--- src/design/wfba_pkg.sv ---
// Package for the worst-fit block allocator: sizes, field widths, codes
// and the saturating accumulator helper.
// No dependencies.
package wfba_pkg;

    localparam int MAX_BLOCKS = 16;
    localparam int SIZE_BITS  = 16;

    localparam int IDX_W = (MAX_BLOCKS > 1) ? $clog2(MAX_BLOCKS) : 1;
    localparam int CNT_W = $clog2(MAX_BLOCKS + 1);

    localparam int IN_SIZE_W  = 16;
    localparam int STATUS_W   = 2;
    localparam int OUT_IDX_W  = 4;
    localparam int SUM_W      = 20;
    localparam int ADD_W      = ((SIZE_BITS > SUM_W) ? SIZE_BITS : SUM_W) + 1;

    localparam logic [SUM_W-1:0] SUM_MAX = {SUM_W{1'b1}};

    localparam int M_TDATA_W = OUT_IDX_W + 3 * SUM_W;

    typedef logic [SIZE_BITS-1:0] size_t;
    typedef logic [SUM_W-1:0]     sum_t;

    typedef enum logic {
        CMD_LOAD    = 1'b0,
        CMD_REQUEST = 1'b1
    } cmd_t;

    typedef enum logic [STATUS_W-1:0] {
        STATUS_LOADED    = 2'd0,
        STATUS_FULL      = 2'd1,
        STATUS_ALLOCATED = 2'd2,
        STATUS_NOT_ALLOC = 2'd3
    } status_t;

    function automatic sum_t sat_add(input sum_t a, input size_t b);
        logic [ADD_W-1:0] s;
        s = ADD_W'(a) + ADD_W'(b);
        return (s > ADD_W'(SUM_MAX)) ? SUM_MAX : SUM_W'(s);
    endfunction

endpackage

--- src/design/wfba_ram.sv ---
// Generic single-port-write, single-port-read RAM with registered read data.
// No dependencies.
module wfba_ram #(
    parameter int WIDTH = 16,
    parameter int DEPTH = 16
) (
    input  logic                                   aclk,
    input  logic                                   we,
    input  logic [((DEPTH > 1) ? $clog2(DEPTH) : 1)-1:0] waddr,
    input  logic [WIDTH-1:0]                       wdata,
    input  logic [((DEPTH > 1) ? $clog2(DEPTH) : 1)-1:0] raddr,
    output logic [WIDTH-1:0]                       rdata
);

    logic [WIDTH-1:0] mem [DEPTH];

    always_ff @(posedge aclk) begin
        if (we) begin
            mem[waddr] <= wdata;
        end
        rdata <= mem[raddr];
    end

endmodule

--- src/design/worst_fit_block_allocator.sv ---
// Worst-fit block allocator top level: sequencer, compare unit and result register.
// Depends on wfba_pkg and wfba_ram.
//
// Usage:
//   Input channel s_*: one transaction per command. s_tuser carries the command
//   (load a partition size or request an allocation), s_tdata the size.
//   Result channel m_*: exactly one transaction per input, carrying status
//   in m_tuser and the chosen/loaded index plus total, used and free memory
//   in m_tdata.
//   Sequencing: a load passes from acceptance through the load and response
//   states to the result register. A request passes through the scan, update
//   and response states: the partition table is a RAM with one registered read
//   port, and the compare unit walks it one entry per cycle, then does the
//   update write. The block takes one item at a time; s_tready is high only
//   while the sequencer is idle, from the cycle after the result is registered.
//   Reset (aresetn low, synchronous) empties the table and clears the sums
//   and the result valid flag. The table RAM itself is not cleared; only
//   loaded entries are ever read.
//   A stalled receiver holds the result in the output register; the block
//   still accepts and works the next item, then waits to hand its result
//   over until the register is free.
module worst_fit_block_allocator (
    input  logic                          aclk,
    input  logic                          aresetn,
    input  logic                          s_tvalid,
    output logic                          s_tready,
    input  logic [wfba_pkg::IN_SIZE_W-1:0] s_tdata,   // [15:0] size_value
    input  logic [0:0]                    s_tuser,   // [0] cmd
    output logic                          m_tvalid,
    input  logic                          m_tready,
    output logic [wfba_pkg::M_TDATA_W-1:0] m_tdata,  // [3:0] block_index,
                                                     // [23:4] total_memory,
                                                     // [43:24] used_memory,
                                                     // [63:44] free_memory
    output logic [wfba_pkg::STATUS_W-1:0] m_tuser    // [1:0] status
);

    typedef enum logic [2:0] {
        ST_IDLE,
        ST_LOAD,
        ST_SCAN,
        ST_UPDATE,
        ST_RESP
    } state_t;

    state_t                         state_reg;
    wfba_pkg::size_t                size_reg;
    logic [wfba_pkg::CNT_W-1:0]     cnt_reg;
    logic [wfba_pkg::CNT_W-1:0]     rd_ptr_reg;
    logic                           pend_reg;
    logic [wfba_pkg::IDX_W-1:0]     cmp_idx_reg;
    logic                           found_reg;
    logic [wfba_pkg::IDX_W-1:0]     best_idx_reg;
    wfba_pkg::size_t                best_val_reg;
    wfba_pkg::sum_t                 total_reg;
    wfba_pkg::sum_t                 used_reg;
    wfba_pkg::status_t              res_status_reg;
    logic [wfba_pkg::IDX_W-1:0]     res_idx_reg;

    logic                           m_valid_reg;
    wfba_pkg::status_t              m_status_reg;
    logic [wfba_pkg::OUT_IDX_W-1:0] m_idx_reg;
    wfba_pkg::sum_t                 m_total_reg;
    wfba_pkg::sum_t                 m_used_reg;
    wfba_pkg::sum_t                 m_free_reg;

    logic                           ram_we;
    logic [wfba_pkg::IDX_W-1:0]     ram_waddr;
    wfba_pkg::size_t                ram_wdata;
    logic [wfba_pkg::IDX_W-1:0]     ram_raddr;
    wfba_pkg::size_t                ram_rdata;

    logic                           table_full;
    logic                           scan_issue;
    logic                           fits;
    wfba_pkg::sum_t                 total_next;
    wfba_pkg::sum_t                 used_next;
    wfba_pkg::sum_t                 free_next;
    wfba_pkg::size_t                size_in;

    assign size_in    = wfba_pkg::SIZE_BITS'(s_tdata);
    assign table_full = (cnt_reg == wfba_pkg::CNT_W'(wfba_pkg::MAX_BLOCKS));
    assign scan_issue = (state_reg == ST_SCAN) && (rd_ptr_reg != cnt_reg);
    assign fits       = (ram_rdata >= size_reg) && (!found_reg || ram_rdata > best_val_reg);
    assign total_next = wfba_pkg::sat_add(total_reg, size_reg);
    assign used_next  = wfba_pkg::sat_add(used_reg, size_reg);
    assign free_next  = (used_reg > total_reg) ? '0 : (total_reg - used_reg);

    always_comb begin
        ram_we    = 1'b0;
        ram_waddr = cnt_reg[wfba_pkg::IDX_W-1:0];
        ram_wdata = size_reg;
        if (state_reg == ST_LOAD && !table_full) begin
            ram_we = 1'b1;
        end else if (state_reg == ST_UPDATE && found_reg) begin
            ram_we    = 1'b1;
            ram_waddr = best_idx_reg;
            ram_wdata = best_val_reg - size_reg;
        end
    end

    assign ram_raddr = rd_ptr_reg[wfba_pkg::IDX_W-1:0];

    wfba_ram #(
        .WIDTH (wfba_pkg::SIZE_BITS),
        .DEPTH (wfba_pkg::MAX_BLOCKS)
    ) u_space_ram (
        .aclk  (aclk),
        .we    (ram_we),
        .waddr (ram_waddr),
        .wdata (ram_wdata),
        .raddr (ram_raddr),
        .rdata (ram_rdata)
    );

    always_ff @(posedge aclk) begin
        if (!aresetn) begin
            state_reg   <= ST_IDLE;
            cnt_reg     <= '0;
            total_reg   <= '0;
            used_reg    <= '0;
            pend_reg    <= 1'b0;
            found_reg   <= 1'b0;
            rd_ptr_reg  <= '0;
            m_valid_reg <= 1'b0;
        end else begin
            // the response state reloads the output register itself
            if (m_valid_reg && m_tready && (state_reg != ST_RESP)) begin
                m_valid_reg <= 1'b0;
            end
            case (state_reg)
                ST_IDLE: begin
                    if (s_tvalid) begin
                        size_reg   <= size_in;
                        rd_ptr_reg <= '0;
                        pend_reg   <= 1'b0;
                        found_reg  <= 1'b0;
                        state_reg  <= (s_tuser[0] == wfba_pkg::CMD_LOAD) ? ST_LOAD : ST_SCAN;
                    end
                end
                ST_LOAD: begin
                    if (table_full) begin
                        res_status_reg <= wfba_pkg::STATUS_FULL;
                        res_idx_reg    <= '0;
                    end else begin
                        res_status_reg <= wfba_pkg::STATUS_LOADED;
                        res_idx_reg    <= cnt_reg[wfba_pkg::IDX_W-1:0];
                        cnt_reg        <= cnt_reg + 1'b1;
                        total_reg      <= total_next;
                    end
                    state_reg <= ST_RESP;
                end
                ST_SCAN: begin
                    // read of entry rd_ptr issued now, compared next cycle
                    pend_reg <= scan_issue;
                    if (scan_issue) begin
                        rd_ptr_reg  <= rd_ptr_reg + 1'b1;
                        cmp_idx_reg <= rd_ptr_reg[wfba_pkg::IDX_W-1:0];
                    end
                    if (pend_reg && fits) begin
                        found_reg    <= 1'b1;
                        best_idx_reg <= cmp_idx_reg;
                        best_val_reg <= ram_rdata;
                    end
                    if (!scan_issue && !pend_reg) begin
                        state_reg <= ST_UPDATE;
                    end
                end
                ST_UPDATE: begin
                    if (found_reg) begin
                        res_status_reg <= wfba_pkg::STATUS_ALLOCATED;
                        res_idx_reg    <= best_idx_reg;
                        used_reg       <= used_next;
                    end else begin
                        res_status_reg <= wfba_pkg::STATUS_NOT_ALLOC;
                        res_idx_reg    <= '0;
                    end
                    state_reg <= ST_RESP;
                end
                ST_RESP: begin
                    // hold until the output register is free
                    if (!m_valid_reg || m_tready) begin
                        m_valid_reg  <= 1'b1;
                        m_status_reg <= res_status_reg;
                        m_idx_reg    <= wfba_pkg::OUT_IDX_W'(res_idx_reg);
                        m_total_reg  <= total_reg;
                        m_used_reg   <= used_reg;
                        m_free_reg   <= free_next;
                        state_reg    <= ST_IDLE;
                    end
                end
                default: begin
                    state_reg <= ST_IDLE;
                end
            endcase
        end
    end

    assign s_tready = (state_reg == ST_IDLE);
    assign m_tvalid = m_valid_reg;
    assign m_tuser  = m_status_reg;
    assign m_tdata  = {m_free_reg, m_used_reg, m_total_reg, m_idx_reg};

    a_one_at_a_time: assert property (@(posedge aclk) disable iff (!aresetn)
        s_tvalid && s_tready |=> !s_tready)
        else $error("input accepted while an item is in progress");

    a_count_bound: assert property (@(posedge aclk) disable iff (!aresetn)
        cnt_reg <= wfba_pkg::CNT_W'(wfba_pkg::MAX_BLOCKS))
        else $error("loaded count beyond table size");

    a_free_sum: assert property (@(posedge aclk) disable iff (!aresetn)
        m_valid_reg && (m_total_reg >= m_used_reg) |-> m_free_reg == m_total_reg - m_used_reg)
        else $error("free memory mismatch");

    a_idx_zero: assert property (@(posedge aclk) disable iff (!aresetn)
        m_valid_reg && (m_status_reg == wfba_pkg::STATUS_FULL ||
                        m_status_reg == wfba_pkg::STATUS_NOT_ALLOC) |-> m_idx_reg == '0)
        else $error("nonzero index on failed transaction");

    a_scan_in_range: assert property (@(posedge aclk) disable iff (!aresetn)
        state_reg == ST_SCAN |-> rd_ptr_reg <= cnt_reg)
        else $error("scan pointer beyond loaded entries");

endmodule

--- config.mk ---
export PLATFORM = sky130hd
export DESIGN_NAME = worst_fit_block_allocator
export DESIGN_NICKNAME = d
export VERILOG_FILES = /design/src/design/wfba_pkg.sv /design/src/design/wfba_ram.sv /design/src/design/worst_fit_block_allocator.sv
export SDC_FILE = /design/constraint.sdc
export NUM_CORES = 1
export LEC_CHECK = 0
export BUFFER_PORTS_ARGS = -buffer_cell sky130_fd_sc_hd__clkbuf_2
export CELL_PAD_IN_SITES_DETAIL_PLACEMENT = 1
export CELL_PAD_IN_SITES_GLOBAL_PLACEMENT = 1
export CORE_MARGIN = 5
export CORE_UTILIZATION = 52
export DETAILED_ROUTE_END_ITERATION = 10
export MAX_ROUTING_LAYER = met4
export PLACE_DENSITY = 0.88
export SYNTH_ARGS = -nofsm -noshare
export SYNTH_HDL_FRONTEND = slang
export SYNTH_SLANG_ARGS = --single-unit
--- constraint.sdc ---
create_clock -name aclk -period 8.99 [get_ports aclk]
set_clock_uncertainty 0.15 [all_clocks]
set_input_delay 0.4495 -clock aclk [delete_from_list [all_inputs] [get_ports aclk]]
set_output_delay 0.4495 -clock aclk [all_outputs]
set_load 0.05 [all_outputs]
== After elaboration in Yosys (flattened, before gate mapping) ==
Memories as Yosys holds them, arrays and structs flattened. A register that Yosys moved wholly into a read port is not among the register bits.
Index checks and enable logic that the tools add are counted.
Word-level totals
  output and inout bits: 68
  flip-flop bits (word level): 168
  memories: 1
  RAM bits: 256
  input port bits: 21
  latch bits: 0
  bits in read-only memories: 0
  word-level logic and storage cells: 105
Cells by class
  equality and inequality tests: 12
  divide/modulo/power cells: 0
  $mul: 0
  bitwise gates (word level): 1
  $lt $le $gt $ge: 5
  add/sub/neg operators: 6
  reductions and logical operators: 30
  muxes and demuxes: 31
  shifts and indexed selects: 0
Memories
  u_space_ram.mem: words 16, width 16, rd ports 1, clocked after Yosys merged registers in 1, wr ports 1, RTL line wfba_ram.sv:15  | logic [WIDTH-1:0] mem [DEPTH];
Operators with widths (count)
  $add 20x16->21: 2
  $gt 21x20->1 const B: 2
  $mux 20: 2
  $mux 16: 2
  $reduce_and 3->1: 7
  $gt 20x20->1: 1
  $sub 20x20->20: 1
  $ge 16x16->1: 1
  $gt 16x16->1: 1
  $mux 4: 4
  $sub 16x16->16: 1
  $pmux 3 s4: 1
  $mux 1: 11
  $add 5x1->5 const B: 2
  $mux 5: 2
  $pmux 5 s2: 1
  $mux 3: 3
  $logic_and 1x1->1: 8
  $pmux 4 s2: 1
  $reduce_and 2->1: 4
  $eq 3x2->1 const B: 2
  $ne 2x2->1 const B: 3
  $eq 5x5->1 const B: 1
  $logic_not 1->1: 5
  13 further kinds: 17

== Logic depth before layout (Yosys ltp) ==
  depth in word-level cells: 6
  depth in mapped cells: 12
  depth with buffers taken out: 11

== Hierarchy ==
From an unflattened synthesis, not the netlist that was laid out.
Second synthesis, totals
  cells, all modules: 1405
  area, all modules: 19872.8 um^2
Modules (own cells, without submodules)
  wfba_ram: times used 1, area each 10042.1 um^2, seq. area each 8007.7 um^2, cells each 432
  worst_fit_block_allocator: times used 1, area each 9830.7 um^2, seq. area each 4484.3 um^2, cells each 973

== Least setup slack after synthesis ==
No wires, ideal clock.
  kind: input to register
  start point: input port aresetn
  end point: register m_free_reg[0] (enable)
  data arrival time: 5.826 ns
  data required time: 8.255 ns
  path buffers: 2
  slack: 2.429 ns
  library setup time: 0.585 ns
  stages: 4
  path through: clkbuf_8 -> clkinv_1 -> clkbuf_1 -> nor3b_1
On the way
  cells in the longest elaborated chain, start to end: 1
Ends and longest elaborated chain
  from (decl): RTL line worst_fit_block_allocator.sv:24  | input logic aresetn,
  $reduce_and 3->1 (no line)
  to (signal assigned): RTL line worst_fit_block_allocator.sv:188  | m_free_reg <= free_next;
  to (decl): RTL line worst_fit_block_allocator.sv:65  | wfba_pkg::sum_t m_free_reg;
Every way passes these cells.
A chain may end at the register's enable or synchronous reset.

== Final worst setup path ==
  start point: register size_reg[1]
  end point: memory u_space_ram.mem[0][15], data pin
On the way
  cells in the longest elaborated chain, start to end: 3
Ends and longest elaborated chain
  from (decl): RTL line worst_fit_block_allocator.sv:47  | wfba_pkg::size_t size_reg;
  from (signal assigned): RTL line worst_fit_block_allocator.sv:134  | size_reg <= size_in;
  $sub 16x16->16: RTL line worst_fit_block_allocator.sv:98  | ram_wdata = best_val_reg - size_reg;
  $mux 16: RTL line worst_fit_block_allocator.sv:95  | end else if (state_reg == ST_UPDATE && found_reg) begin
  $mux 16: RTL line worst_fit_block_allocator.sv:93  | if (state_reg == ST_LOAD && !table_full) begin
  via ram_wdata[15]: RTL line worst_fit_block_allocator.sv:69  | wfba_pkg::size_t ram_wdata;
  to (decl): RTL line wfba_ram.sv:15
The timed path passes the listed nets, and every way through them passes these cells.

==> results_dict.tcl <==
set metrics [dict create \
    min_period_over_period_pct 48.5 \
    worstSetupStartpointType "register" \
    clk_pin_slew_ps 70 \
    clock-sinks 440 \
    cp.required_ps 9030 \
    cpPeakStageDelay_ps 1060 \
    gp_congestion 0.880 \
    pre_cts_ws_ps 4910 \
    n_fill_cell 3519 \
    routed_via_density 6.14 \
    synth_seq_cells 440 \
    crit_chain "inv_1, ha_1, nor2b_1, o31ai_1, a211oi_1, o2111ai_1, a31oi_1, o21ai_0, a41oi_1, xnor2_1" \
    syn_area_um2 19900 \
    fmax_mhz 229 \
    fin_tns_setup_ps 0 \
    final_common_cell "edfxtp_1" \
    cts.repair.resized 0 \
    cts_buffer_depth 3 \
    htreeDepth 2 \
    ys_warn_count 0 \
    cp_data_arrival_time_ps 4400 \
    grt.busiest_layer "met2" \
    syn2layout_area_growth_pct 14.5 \
    largest_reg_flops 256 \
    cts_tree "done" \
    synth.avg_cell_area_um2 15.0 \
    r2r_cells 10 \
    grt_start_max_net_pins 70 \
    final_cell_mix "368 x edfxtp_1, 102 x ha_1, 92 x nor2_1" \
    fp-row-count 71 \
    drtIter0Drc 828 \
    grt_use_met2_pct 44.4 \
    drt-pass1-iter-count 5 \
    drt.antenna.violating_nets 0 \
    slew_headroom_pct 6.75 \
    endpoint_kind "register" \
    drc_errors 0 \
    p_leak_nw 8.21 \
    fp.dieArea_um2 42400 \
    status "complete, no violations" \
    core-area_um2 37800 \
    grt_pass1_vias 13639 \
    die_x_um 206 \
    hold_path_depth 4 \
    drv_cap 0 \
    numCtsBuffers 45 \
    vdd_drop_max_mv 0.162 \
    hpwlAfterDp_um 33000 \
    nets 1605 \
    setup_viol 0 \
    root_buffer "clkbuf_16" \
    ios 89 \
    maxSlewViolCount 0 \
    synth_edf_count 368 \
    clk_latency_ps 580 \
    synthFlopType "edfxtp_1" \
    hold_path_class "input pin to register" \
    fin_ws_ps 4630 \
    antenna_found_initial 1 \
    path_class "register to register" \
    start_util_pct 52.8 \
    min_period_ps 4360 \
    synth_cells 1330 \
    synth-async-reset-ratio_pct 0 \
    use_met3_pct 4.14 \
    dr_total_vias 12442 \
    power_density_nw_per_um2 211 \
    die_height_um 206 \
    gr-usage-met1_pct 30.1 \
    synth_fp_nets 1457 \
    seq_area_frac_synth_pct 62.6 \
    crit_fanout 16 \
    yosys.cell_types.count 84 \
    portBuffers 88 \
    regMostFlops "u_space_ram.mem" \
    crit_path_top_delay_cell "xnor2_1" \
    tightest_slew_ps 1400 \
    drt-total-wl_um 51300 \
    drive_above_1_share_pct 21.9 \
    grt_usage_pct 25.2 \
    hold_viol_final 0 \
    wl_per_cell_um 25.3 \
    grt_pass1_wl_um 79300 \
    grt_setup_unrepaired "no" \
    gr-total-overflow 0 \
]
## per-stage QoR
stage	util [%]	total power [mW]	hold WS, ps	std cells	cell area (um2)
6_report	60.5	4.81	66.4	2027	22800
5_1_grt	60.5	4.99	70.4	2027	22800
4_1_cts	60.5	4.83	30.0	2026	22800
3_5_place_dp	55.9	2.87	262	1925	21100
3_3_place_gp	55.9	2.83	255	1925	21100
2_1_floorplan	-	2.72	250	1330	19900
## cells in the mapped netlist (5+ instances only)
cell type | n | area, um2
buf_2 | 6 | 30.0
nand2b_1 | 6 | 37.5
a31oi_1 | 14 | 87.6
a21oi_1 | 45 | 225
o31ai_1 | 8 | 60.1
nand4_1 | 8 | 50.1
and3_1 | 13 | 81.3
mux4_2 | 80 | 1800
o2111ai_1 | 6 | 52.6
clkbuf_1 | 24 | 90.1
o221a_2 | 16 | 180
o21a_1 | 18 | 135
nor2_1 | 93 | 349
nor3_1 | 26 | 130
nor2b_1 | 10 | 62.6
nand2_1 | 58 | 218
xnor2_1 | 29 | 254
xor2_1 | 28 | 245
o21bai_1 | 8 | 60.1
a21o_1 | 21 | 158
a211oi_1 | 8 | 60.1
dfxtp_1 | 72 | 1440
nor4_1 | 5 | 31.3
a221oi_2 | 10 | 150
ha_1 | 102 | 1280
edfxtp_1 | 368 | 11100
o21ai_0 | 46 | 230
o21ai_2 | 5 | 43.8
inv_1 | 80 | 300
nor3b_1 | 6 | 45.0
nand3_1 | 18 | 90.1
## report_power, final
group / switching (mW) / internal [mW] / leakage (nW) / total [mW]
registers: 0.0394 / 2.26 / 3.94 / 2.30
clock network: 0.811 / 1.15 / 0.769 / 1.96
logic: 0.337 / 0.209 / 3.50 / 0.546
## what timing repair did
| action | CTS | global route |
|---|---|---|
| hold buffers | 17 | 0 |
| buffers inserted | 0 | 0 |
| hold endpoints to repair | 18 | 0 |
## final cells by class
class                   count  area (um2)  area share (%)
clock inverters            31         344            1.51
repair buffers            140         873            3.82
multi-input cells         770        6960            30.5
well taps                 511         639            2.80
clock buffers              53        1220            5.33
diodes                      1        2.50          0.0110
inverters                  81         304            1.33
flip-flops and latches    440       12500            54.7
## worst paths after layout
| path | startpoint | end | slack, ps |
|---|---|---|---|
| hold / removal | m_tready | m_tvalid | 70 |
| hold reg to reg | res_idx_reg[3] | m_idx_reg[3] | 270 |
| setup reg to reg | size_reg[1] | u_space_ram.mem[0][15] | 4630 |
| setup / recovery | size_reg[1] | u_space_ram.mem[0][15] | 4630 |
## cells by family (layout without fill, tap and decap cells)
kind of cell,count (synthesis),in the layout,synth area share [%]
flops,440,440,62.6
simple gates,263,263,6.24
compound gates,262,262,10.1
buf+inv,120,305,2.55
fa+ha+maj,106,106,6.80
mux,82,82,9.14
xor+xnor,57,57,2.50
other cells,0,1,0
## metal layers
metal / up-vias / wire length (um)
met5: - / 0
met4: 0 / 1630
li1: 5511 / -
met3: 116 / 3010
met1: 6365 / 20000
met2: 450 / 26700
## critical path: cells and delay by family (launching register included)
kind / cells / cell delay, ps
xor gates and xnor gates: 1 / 1060
DFF: 1 / 480
and+or+nand+nor: 1 / 150
buffers and inverters: 1 / 250
adders and majority gates: 1 / 270
AOI/OAI and AO/OA: 6 / 1610
No activity file was read; power rests on OpenSTA's default activity.
